$ cat src/sv/tcw_pkg.sv
// Shared constants, command codes and cursor interface types for the text console.
package tcw_pkg;

  localparam int unsigned SCREEN_COLS    = 80;
  localparam int unsigned SCREEN_ROWS    = 25;
  localparam int unsigned CELL_COUNT     = SCREEN_COLS * SCREEN_ROWS;
  localparam int unsigned MOVE_COUNT     = (SCREEN_ROWS - 1) * SCREEN_COLS;
  localparam int unsigned LAST_ROW_START = (SCREEN_ROWS - 1) * SCREEN_COLS;
  localparam int unsigned TAB_STEP       = 8;

  localparam int unsigned ADDR_W = $clog2(CELL_COUNT);
  localparam int unsigned COL_W  = $clog2(SCREEN_COLS);
  localparam int unsigned ROW_W  = $clog2(SCREEN_ROWS);
  localparam int unsigned COL_XW = (COL_W > 7) ? COL_W : 7;
  localparam int unsigned ROW_XW = (ROW_W > 5) ? ROW_W : 5;
  localparam int unsigned CELL_W = 16;

  localparam logic [7:0] CHR_NEWLINE = 8'h0A;
  localparam logic [7:0] CHR_TAB     = 8'h09;
  localparam logic [7:0] CHR_SPACE   = 8'h20;
  localparam logic [7:0] RESET_ATTR  = 8'h07;

  typedef enum logic [2:0] {
    CMD_PUT   = 3'd0,
    CMD_SET   = 3'd1,
    CMD_CLEAR = 3'd2,
    CMD_RAW   = 3'd3,
    CMD_READ  = 3'd4
  } cmd_e;

  typedef struct packed {
    logic put;
    logic set;
    logic home;
  } cur_ctl_t;

  typedef struct packed {
    logic [COL_W-1:0]  col;
    logic [ROW_W-1:0]  row;
    logic [ADDR_W-1:0] off;
    logic [ADDR_W-1:0] pos;
    logic              wrap;
  } cur_stat_t;

endpackage

$ cat src/sv/tcw_cursor.sv
// Cursor registers with clamping, advance, tab, newline and wrap detection.
module tcw_cursor (
  input  logic               clk_i,
  input  logic               rst_ni,
  input  tcw_pkg::cur_ctl_t  ctl_i,
  input  logic [7:0]         char_code_i,
  input  logic [6:0]         col_i,
  input  logic [4:0]         row_i,
  output tcw_pkg::cur_stat_t stat_o
);

  import tcw_pkg::*;

  logic [COL_W-1:0]  col_q, col_d;
  logic [ROW_W-1:0]  row_q, row_d;
  logic [ADDR_W-1:0] off_q, off_d;
  logic [COL_W-1:0]  col_c;
  logic [ROW_W-1:0]  row_c;
  logic [ADDR_W-1:0] pos;
  logic [3:0]        step;
  logic [COL_W:0]    col_sum;
  logic [ADDR_W-1:0] delta;
  logic              new_row;
  logic              wrap;
  logic [COL_W-1:0]  col_adv;

  always_comb begin
    col_c = (32'(col_i) > SCREEN_COLS - 1) ? COL_W'(SCREEN_COLS - 1) : COL_W'(col_i);
    row_c = (32'(row_i) > SCREEN_ROWS - 1) ? ROW_W'(SCREEN_ROWS - 1) : ROW_W'(row_i);
    pos   = ADDR_W'(32'(row_c) * SCREEN_COLS + 32'(col_c));
  end

  always_comb begin
    step    = 4'(TAB_STEP) - {1'b0, off_q[2:0]};
    col_sum = '0;
    delta   = ADDR_W'(1);
    new_row = 1'b0;
    if (char_code_i == CHR_NEWLINE) begin
      new_row = 1'b1;
      delta   = ADDR_W'(SCREEN_COLS) - ADDR_W'(col_q);
    end else begin
      if (char_code_i == CHR_TAB) begin
        col_sum = (COL_W+1)'(col_q) + (COL_W+1)'(step);
        delta   = ADDR_W'(step);
      end else begin
        col_sum = (COL_W+1)'(col_q) + (COL_W+1)'(1);
      end
      if (col_sum >= (COL_W+1)'(SCREEN_COLS)) begin
        new_row = 1'b1;
        col_sum = col_sum - (COL_W+1)'(SCREEN_COLS);
      end
    end
    col_adv = col_sum[COL_W-1:0];
    wrap    = new_row && (row_q == ROW_W'(SCREEN_ROWS - 1));
  end

  always_comb begin
    col_d = col_q;
    row_d = row_q;
    off_d = off_q;
    if (ctl_i.home) begin
      col_d = '0;
      row_d = '0;
      off_d = '0;
    end else if (ctl_i.set) begin
      col_d = col_c;
      row_d = row_c;
      off_d = pos;
    end else if (ctl_i.put) begin
      if (wrap) begin
        col_d = '0;
        row_d = ROW_W'(SCREEN_ROWS - 1);
        off_d = ADDR_W'(LAST_ROW_START);
      end else begin
        col_d = col_adv;
        row_d = new_row ? row_q + ROW_W'(1) : row_q;
        off_d = off_q + delta;
      end
    end
  end

  always_ff @(posedge clk_i or negedge rst_ni) begin
    if (!rst_ni) begin
      col_q <= '0;
      row_q <= '0;
      off_q <= '0;
    end else begin
      col_q <= col_d;
      row_q <= row_d;
      off_q <= off_d;
    end
  end

  assign stat_o = '{col: col_q, row: row_q, off: off_q, pos: pos, wrap: wrap};

endmodule

$ cat config.mk
export PLATFORM = sky130hd
export DESIGN_NAME = tcw_cursor
export DESIGN_NICKNAME = d
export VERILOG_FILES = /design/src/sv/tcw_pkg.sv /design/src/sv/tcw_cursor.sv
export SDC_FILE = /design/constraint.sdc
export NUM_CORES = 1
export LEC_CHECK = 0
export BUFFER_PORTS_ARGS = -buffer_cell sky130_fd_sc_hd__buf_2
export CAP_MARGIN = 20
export CELL_PAD_IN_SITES_DETAIL_PLACEMENT = 1
export CELL_PAD_IN_SITES_GLOBAL_PLACEMENT = 1
export CORE_MARGIN = 4
export CORE_UTILIZATION = 37
export DETAILED_ROUTE_END_ITERATION = 10
export GPL_TIMING_DRIVEN = 0
export MAX_ROUTING_LAYER = met4
export PLACE_DENSITY_LB_ADDON = 0.08
export SLEW_MARGIN = 0
export SYNTH_ARGS = -nofsm -noshare
export SYNTH_HDL_FRONTEND = slang
export SYNTH_SLANG_ARGS = --single-unit
$ cat constraint.sdc
create_clock -name clk_i -period 3.3 [get_ports clk_i]
set_input_delay 0 -clock clk_i [delete_from_list [all_inputs] [get_ports clk_i]]
set_output_delay 0 -clock clk_i [all_outputs]
set_load 0.02 [all_outputs]
==> flow_metrics.tcl, run 1 <==
set metrics [dict create \
    status "complete, but fails checks" \
    violations "setup timing" \
    antenna_cells 0 \
    detail-route-antenna-nets 0 \
    fillCellCount 854 \
    crit_path_end_kind "flip-flop" \
    final_common_cell "buf_2" \
    layout.nets 467 \
    die_h_um 93.6 \
    num_vias 2910 \
    synthArstFlopShare_pct 100 \
    crit_chain "inv_4 -> ha_4 -> and3_4 -> fa_2 -> a211o_1 -> buf_6 -> nand3_2 -> nor2b_4 -> ha_4 -> nor4b_4 -> o221a_4 -> buf_6 -> o41ai_4 -> or4b_1 -> nand3_1" \
    syn_to_final_growth_pct 35.3 \
    drcViolationCount 0 \
    multi_input_area_um2 2310 \
    rsz0062_at_grt "yes" \
    ys.flop_type "dfrtp_1" \
    syn_nets 379 \
    numPortBuffers 59 \
    skew_ns 0.00238 \
    wl_per_cell_um 19.8 \
    ios 60 \
    power_density_nw_per_um2 326 \
    dp_cells 477 \
    avgSynthCellArea_um2 8.41 \
    critPathBufInv 3 \
    overflow 0 \
    fin_crit_sh_pct 104 \
    clk_latency_ns 0.27 \
    fin_ws_ns -0.146 \
    peakVddDrop_mv 0.150 \
    holdWs_ns 0.0292 \
    seq_area_um2 578 \
    cts_htree_levels 1 \
    core_area_um2 6940 \
    cap_violations 0 \
    cp_slowest_cell "or4b_1" \
    crit_path_start "off_q[0]$_DFFE_PN0P_" \
    first_pass_iters 4 \
    place.detailed.hpwl_mm 7.39 \
    syn-cell-area_um2 2710 \
    critPathLaunchType "flip-flop" \
    cts_buffers 3 \
    hold_class "primary input to flip-flop" \
    initial_core_util_pct 39.0 \
    slew_headroom_pct 53.2 \
    min_period_ns 3.45 \
    clkTransAtPathRegs_ns 0.09 \
    fin_cells 505 \
    finalSetupViolations 9 \
    synth_warnings 0 \
    yosysSeqAreaShare_pct 21.2 \
    grt_pass1_vias 3118 \
    r2r-start "off_q[0]$_DFFE_PN0P_" \
    critPathTopFamily "simple AND/OR/NAND/NOR gates" \
    synth_cells 322 \
    path_class "flip-flop to flip-flop" \
    total_power_mw 1.20 \
    cts.path.max_buffers 2 \
    grt_max_degree 24 \
    synth_cell_types 69 \
    root_buffer "clkbuf_8" \
    fmax_ghz 0.290 \
    critPathRequiredTime_ns 3.51 \
    drt_iter0_markers 143 \
    max_stage_delay_ns 0.53 \
    maxSlewViolCount 0 \
    worst_pin_slew_ns 0.700 \
    synth-edff-count 0 \
    arrival_ns 3.66 \
    cp_num_cells 15 \
    power_leakage_nw 1.70 \
    avgViaCountPerCell 5.76 \
    setup.worst_path.end "row_q[0]$_DFFE_PN0P_" \
    cp_max_fo 4 \
    finalSetupTns_ns -0.494 \
    antenna_found_initial 0 \
    finalWirelength_mm 10.0 \
    reg2reg_slack_ns -0.15 \
    grt_pass1_wl_mm 15.6 \
    grt_usage_pct 22.9 \
    dieArea_um2 8750 \
    dpl_worst_slack_ns -0.803 \
    final-hold-violation-count 0 \
    final_cell_mix "buf_2, nand2_1, ha_1" \
    clkSinkCount 23 \
    cts_tree "built" \
    die_w_um 93.6 \
    routabilityCongestion 0.802 \
    hold-path-cell-count 3 \
    rows 30 \
    drive_gt1_share_pct 35.0 \
    synth_seq_cells 23 \
    r2r-end "row_q[0]$_DFFE_PN0P_" \
    r2r_cells 15 \
]
-- state kept, by name, summed over array words and instances (netlist names) --
register and flops:
off_q 11, row_q 5, col_q 7
-- worst min-delay path, stage by stage --
cell,delay [ns]
buf_2,0.11
a22oi_1,0.07
o21ai_0,0.08
-- layout make-up --
class / count / area share, %
repair buffers: 83 / 13.5
flip-flops and latches: 23 / 15.8
multi-input cells: 271 / 62.9
clock buffers: 4 / 1.23
inverters: 15 / 1.60
plain buffers: 13 / 1.67
well taps: 96 / 3.28
-- how the worst min path moves through the flow --
stage / slack, ns / to / startpoint
after floorplan: -0.30 / col_q[0]$_DFFE_PN0P_ / rst_ni
after global placement: 0.04 / row_q[3]$_DFFE_PN0P_ / rst_ni
after detailed placement: 0.04 / row_q[3]$_DFFE_PN0P_ / rst_ni
after CTS: 0.03 / col_q[5]$_DFFE_PN0P_ / col_i[5]
after global routing: 0.04 / col_q[5]$_DFFE_PN0P_ / col_i[5]
final: 0.03 / col_q[4]$_DFFE_PN0P_ / col_i[4]
-- stage by stage --
stage | utilization (%) | area [um^2]
final | 52.8 | 3670
after detailed placement | 45.6 | 3170
after CTS | 50.2 | 3490
after floorplan | - | 2750
after global placement | 45.6 | 3170
after global routing | 52.8 | 3670
-- repair_timing --
item                                    CTS  global route
hold buffers                              1             0
gates cloned                              0             0
pin swaps                                15            18
hold endpoints to repair                 23             0
gates resized for setup                  27            33
buffers inserted                         16             9
endpoints found under the setup margin   24            24
-- Yosys cell counts (5+ instances only) --
library cell,count,share of area [%]
and2_1,7,1.6
nand2_1,23,3.2
or3_1,5,1.2
a21o_1,5,1.4
ha_1,28,13
a21oi_1,20,3.7
clkbuf_1,9,1.2
xor2_1,10,3.2
nand3_1,15,2.8
a22oi_1,5,1.4
nor2_1,19,2.6
nor3_1,12,2.2
nor2b_1,5,1.2
o21a_1,5,1.4
dfrtp_1,23,21
o21ai_0,19,3.5
xnor2_1,9,2.9
and3_1,7,1.6
nand2b_1,7,1.6
inv_1,14,1.9
-- logic make-up (layout without fill, tap and decap cells) --
kind of cell    after synthesis  count (layout)  share of synthesized area [%]
compound gates               94              94                           25.6
simple gates                122             122                           25.2
buf+inv                      28             115                           4.34
flops                        23              23                           21.2
mux                           4               4                           1.52
xor+xnor                     19              19                           6.14
fa+ha+maj                    32              32                           15.9
-- per-layer routing --
metal | vias to the layer above | track usage [%] | wire, um
met1 | 1466 | 27.7 | 4310
met5 | - | - | 0
li1 | 1381 | - | -
met3 | 7 | 1.05 | 237
met2 | 56 | 42.4 | 5370
met4 | 0 | 4.81 | 97
-- power breakdown --
group,total (mW),internal [mW],switching [mW]
Clock,0.190,0.0866,0.104
Combinational,0.630,0.264,0.366
Sequential,0.376,0.318,0.0578
(Power assumes the default switching activity.)
==> inputs of run 2 (changes only) <==
Settings changed: BUFFER_PORTS_ARGS -buffer_cell sky130_fd_sc_hd__buf_2 to -buffer_cell sky130_fd_sc_hd__buf_4.
==> run 2 against run 1 <==
The run still ends with setup timing left; global-route usage about the same; wire length decreased by 2.6%; non-clock buffer count rose by 1; final cell count up 0.20%; register-to-register slack worse by 0.09 ns; cell area is 1.2% higher; sequential share of layout area down 0.19 points; via count down 1.9%; largest cell class unchanged.
==> flow_metrics.tcl, run 2 (synthesized netlist as in run 1, its figures left out) <==
set metrics [dict create \
    routabilityCongestion 0.842 \
    crit_chain "inv_4 -> ha_4 -> xor2_2 -> nor2_2 -> ha_4 -> a211o_1 -> a21oi_2 -> nor2b_2 -> ha_2 -> nor4b_4 -> o221a_4 -> o41ai_4 -> or4b_4 -> a32o_1" \
    fin_crit_sh_pct 107 \
    worstHoldEndpoint "col_q[4]$_DFFE_PN0P_" \
    reg2reg_slack_ns -0.24 \
    dieArea_um2 8750 \
    root_buffer "clkbuf_8" \
    top_register "off_q" \
    cp_slowest_cell "or4b_4" \
    grt_usage_pct 23.0 \
    cts_buffers 3 \
    max_stage_delay_ns 0.51 \
    p_switching_mw 0.521 \
    ios 60 \
    hold-path-cell-count 3 \
    overflow 0 \
    finalWirelength_mm 9.76 \
    seqPwrFrac_pct 30.8 \
    detail-route-antenna-nets 0 \
    hold_class "primary input to flip-flop" \
    avgViaCountPerCell 5.64 \
    drcViolationCount 0 \
    cts_tree "built" \
    rsz0062_at_grt "yes" \
    cts_htree_levels 1 \
    r2r-end "off_q[9]$_DFFE_PN0P_" \
    internal-power_mw 0.699 \
    fmax_ghz 0.283 \
    clkTransAtPathRegs_ns 0.10 \
    final_common_cell "buf_4" \
    num_vias 2856 \
    layout.nets 468 \
    final_cell_mix "buf_4, nand2_1, ha_1" \
    initial_core_util_pct 39.0 \
    seq_area_um2 578 \
    finalSetupTns_ns -1.07 \
    peakVddDrop_mv 0.152 \
    critPathTopFamily "compound AO/OA/AOI/OAI gates" \
    violations "setup timing" \
    critPathLaunchType "flip-flop" \
    slew_headroom_pct 52.7 \
    grt_max_degree 24 \
    power_density_nw_per_um2 329 \
    finalSetupViolations 15 \
    r2r_cells 14 \
    grt_pass1_wl_mm 15.5 \
    swShare_pct 42.7 \
    critPathBufInv 1 \
    critPathRequiredTime_ns 3.48 \
    clkSinkCount 23 \
    cap_violations 0 \
    power_leakage_nw 1.71 \
    numPortBuffers 59 \
    largest_reg_flops 11 \
    skew_ns 0.00474 \
    rows 30 \
    antenna_found_initial 0 \
    r2r-start "off_q[0]$_DFFE_PN0P_" \
    p_clk_share_pct 15.8 \
    antenna_cells 0 \
    power_frac_comb_pct 53.4 \
    drive_gt1_share_pct 32.2 \
    wl_per_cell_um 19.3 \
    clk_latency_ns 0.28 \
    final-hold-violation-count 0 \
    crit_path_end_kind "flip-flop" \
    worst_pin_slew_ns 0.707 \
    fin_ws_ns -0.240 \
    first_pass_iters 4 \
    cts.path.max_buffers 2 \
    place.detailed.hpwl_mm 7.38 \
    cp_common_cell "ha_4" \
    arrival_ns 3.71 \
    core_area_um2 6940 \
    holdWs_ns 0.0170 \
    status "complete, but fails checks" \
    largest_registers "off_q x11, col_q x7, row_q x5" \
    hold_start "col_i[4]" \
    cp_max_fo 5 \
    die_w_um 93.6 \
    die_h_um 93.6 \
    fillCellCount 837 \
    maxSlewViolCount 0 \
    path_class "flip-flop to flip-flop" \
    multi_input_area_um2 2200 \
    grt_pass1_vias 2978 \
    min_period_ns 3.54 \
    syn_to_final_growth_pct 37.0 \
    drt_iter0_markers 112 \
]
## run 2: cell types whose count changed in the layout (fill, tap and decap cells not counted), moves of 2 or more
cell | previous run | this run
buf_4 | 21 | 81
buf_2 | 59 | 1
o21ai_2 | 8 | 1
o21ai_0 | 9 | 15
buf_6 | 5 | 3
o31ai_1 | 0 | 2
o31ai_2 | 2 | 0
## run 2: per-stage QoR
step	cell area (um^2)	cells	worst slack, ns	total power [mW]	utilization (%)
floorplan	2750	322	-0.166	0.730	-
global placement	3310	477	-0.798	0.937	47.7
detailed placement	3310	477	-0.890	0.951	47.7
CTS	3630	501	-0.194	1.20	52.3
global route	3710	506	-0.335	1.31	53.4
finish	3710	506	-0.240	1.22	53.4
## run 2: worst reg2reg max path, stage by stage (launching register included)
cell	delay (ns)
dfrtp_2	0.40
inv_4	0.06
ha_4	0.16
xor2_2	0.18
nor2_2	0.19
ha_4	0.25
a211o_1	0.35
a21oi_2	0.20
nor2b_2	0.07
ha_2	0.17
nor4b_4	0.13
o221a_4	0.15
o41ai_4	0.38
or4b_4	0.51
a32o_1	0.25
## run 2: how the worst max path moves through the flow
stage / start / end / slack [ns] / cells after the start
floorplan: off_q[1]$_DFFE_PN0P_ / off_q[9]$_DFFE_PN0P_ / -0.17 / 14
global placement: char_code_i[2] / off_q[9]$_DFFE_PN0P_ / -0.80 / 14
detailed placement: char_code_i[2] / off_q[9]$_DFFE_PN0P_ / -0.89 / 14
CTS: off_q[0]$_DFFE_PN0P_ / off_q[9]$_DFFE_PN0P_ / -0.19 / 13
global route: off_q[0]$_DFFE_PN0P_ / off_q[9]$_DFFE_PN0P_ / -0.34 / 14
finish: off_q[0]$_DFFE_PN0P_ / off_q[9]$_DFFE_PN0P_ / -0.24 / 14
## run 2: final cells by class
cell class / count / area share (%)
inverter: 15 / 1.58
clock inverter: 1 / 0.135
buffer: 13 / 1.65
clock buffer: 3 / 1.11
sequential: 23 / 15.6
tap: 96 / 3.24
timing repair buffer: 84 / 17.3
multi-input combinational: 271 / 59.4
## run 2: power by group through the flow
stage | clock (mW) | sequential [mW] | combinational, mW
5_1_grt | 0.208 | 0.384 | 0.715
3_3_place_gp | 0 | 0.378 | 0.559
6_report | 0.193 | 0.376 | 0.651
2_1_floorplan | 0 | 0.409 | 0.321
4_1_cts | 0.194 | 0.373 | 0.634
3_5_place_dp | 0 | 0.379 | 0.572
## run 2: timing repair
action / in CTS / in global routing
endpoints found under the setup margin: 24 / 24
endpoints found under the hold margin: 24 / 0
buffers inserted: 18 / 6
gates resized for setup: 23 / 8
hold buffers: 2 / 0
pin swaps: 13 / 7
## run 2: layer usage
| layer | vias to the layer above | part of all wire (%) | global-route usage, % |
|---|---|---|---|
| met2 | 49 | 52 | 42.0 |
| met1 | 1410 | 45 | 28.3 |
| met5 | - | 0 | - |
| li1 | 1389 | - | - |
| met3 | 8 | 2.0 | 1.21 |
| met4 | 0 | 0.90 | 3.97 |
==> inputs of run 3 (changes only) <==
Settings changed: RECOVER_POWER set to 100.
==> run 3 against run 2 <==
The run still ends with setup timing left; first-iteration DRC count shrank 5.4%; clock power barely moved; power fell by 1.7%; core utilization fell by 0.97 points; non-clock buffer count unchanged; final cell count unchanged; critical path depth unchanged; via count fell by 0.21%; clock-buffer cell count is the same; die area unchanged; worst setup slack lost 0.0037 ns; largest cell class unchanged.
==> flow_metrics.tcl, run 3 (synthesized netlist as in run 1, its figures left out) <==
set metrics [dict create \
    ios 60 \
    rsz0062_at_grt "yes" \
    peakVddDrop_mv 0.152 \
    routabilityCongestion 0.842 \
    min_period_ns 3.54 \
    antenna_found_initial 0 \
    rows 30 \
    clkSinkCount 23 \
    cp_common_cell "ha_4" \
    design_area_um2 3640 \
    cts_htree_levels 1 \
    top_register "off_q" \
    violations "setup timing" \
    fmax_ghz 0.282 \
    max_stage_delay_ns 0.51 \
    critPathTopFamily "compound AO/OA/AOI/OAI gates" \
    root_buffer "clkbuf_8" \
    critPathLaunchType "flip-flop" \
    slew_headroom_pct 2.52 \
    numPortBuffers 59 \
    crit_path_start "off_q[0]$_DFFE_PN0P_" \
    status "complete, but fails checks" \
    place.detailed.hpwl_mm 7.38 \
    clk_latency_ns 0.27 \
    hold_class "primary input to flip-flop" \
    hold_start "col_i[4]" \
    arrival_ns 3.72 \
    drive_gt1_share_pct 27.8 \
    finalSetupViolations 16 \
    cts_tree "built" \
    cap_violations 0 \
    clkTransAtPathRegs_ns 0.10 \
    r2r-start "off_q[0]$_DFFE_PN0P_" \
    critPathBufInv 1 \
    dp_cells 477 \
    syn_to_final_growth_pct 34.5 \
    drt_iter0_markers 106 \
    fillCellCount 852 \
    cp_max_fo 5 \
    maxSlewViolCount 0 \
    final-hold-violation-count 0 \
    cp_slowest_cell "or4b_4" \
    die_h_um 93.6 \
    fin_crit_sh_pct 107 \
    drcViolationCount 0 \
    critPathRequiredTime_ns 3.47 \
    path_class "flip-flop to flip-flop" \
    crit_chain "inv_4 -> ha_4 -> xor2_2 -> nor2_2 -> ha_4 -> a211o_1 -> a21oi_2 -> nor2b_2 -> ha_2 -> nor4b_4 -> o221a_4 -> o41ai_4 -> or4b_4 -> a32o_1" \
    final_common_cell "buf_4" \
    worst_pin_slew_ns 1.46 \
    fin_cells 506 \
    finalSetupTns_ns -1.16 \
    crit_path_end_kind "flip-flop" \
    detail-route-antenna-nets 0 \
    layout.nets 468 \
    skew_ns 0.00250 \
    grt_pass1_vias 2978 \
    power_leakage_nw 1.64 \
    overflow 0 \
    largest_reg_flops 11 \
    seq_area_um2 578 \
    wl_per_cell_um 19.3 \
    dieArea_um2 8750 \
    multi_input_area_um2 2200 \
    fin_ws_ns -0.243 \
    cts_buffers 3 \
    grt_pass1_wl_mm 15.5 \
    power_density_nw_per_um2 329 \
    finalWirelength_mm 9.77 \
    first_pass_iters 4 \
    placed_area_um2 3310 \
    die_w_um 93.6 \
    grt_max_degree 24 \
    initial_core_util_pct 39.0 \
    antenna_cells 0 \
    final_cell_mix "buf_4, clkbuf_1, nand2_1, ha_1, dfrtp_1" \
    core_area_um2 6940 \
    grt_usage_pct 23.0 \
    avgViaCountPerCell 5.63 \
    cts.path.max_buffers 2 \
    dpl_worst_slack_ns -0.890 \
    largest_registers "off_q x11, col_q x7, row_q x5" \
    num_vias 2850 \
]
run 3: changes by cell type in the layout (fill, tap and decap cells not counted), sizes merged:
cell,delta
clkbuf,+18
buf,-18
run 3: layout make-up:
cell class | instances | share of cell area (%)
timing repair buffer | 84 | 15.8
inverter | 15 | 1.61
buffer | 13 | 1.68
sequential | 23 | 15.9
clock buffer | 3 | 1.13
clock inverter | 1 | 0.137
tap | 96 | 3.30
multi-input combinational | 271 | 60.5
run 3: timing repair:
action | CTS | global route
gates resized for setup | 23 | 8
hold endpoints to repair | 24 | 0
setup buffers | 18 | 6
hold buffers | 2 | 0
gates cloned | 0 | 0
setup endpoints to repair | 24 | 24
pin swaps | 13 | 7
run 3: path summary, 6_finish.rpt:
| check | depth (start not counted) | end | slack, ns |
|---|---|---|---|
| max | 14 | off_q[9]$_DFFE_PN0P_ | -0.24 |
| min | 3 | col_q[4]$_DFFE_PN0P_ | 0.01 |
| max reg2reg | 14 | off_q[9]$_DFFE_PN0P_ | -0.24 |
| min reg2reg | 1 | off_q[8]$_DFFE_PN0P_ | 0.54 |
| max in group asynchronous | 2 | off_q[0]$_DFFE_PN0P_ | 1.74 |
| min in group asynchronous | 2 | row_q[1]$_DFFE_PN0P_ | 0.60 |
run 3: metrics by stage:
| stage | hold slack (ns) | total power, mW | util (%) |
|---|---|---|---|
| after floorplan | -0.296 | 0.730 | - |
| after global placement | -0.0723 | 0.937 | 47.7 |
| after detailed placement | -0.0643 | 0.951 | 47.7 |
| after CTS | 0.0139 | 1.20 | 52.3 |
| after global routing | 0.0301 | 1.29 | 52.5 |
| final | 0.0128 | 1.20 | 52.5 |
run 3: where the power goes:
group | internal (mW) | switching, mW | leakage, nW
logic | 0.275 | 0.356 | 1.32
clock network | 0.0848 | 0.108 | 0.0255
registers | 0.318 | 0.0571 | 0.296
run 3: tightest hold or removal path, delay by kind of cell:
kind	cells	cell delay, ns
AOI/OAI and AO/OA	2	0.14
buffers and inverters	1	0.10
run 3: metal layers:
metal	global-route usage (%)	up-vias	part of all wire (%)
li1	-	1389	-
met1	28.3	1408	45
met2	42.0	45	52
met3	1.21	8	2.0
met4	3.97	0	0.90
met5	-	-	0
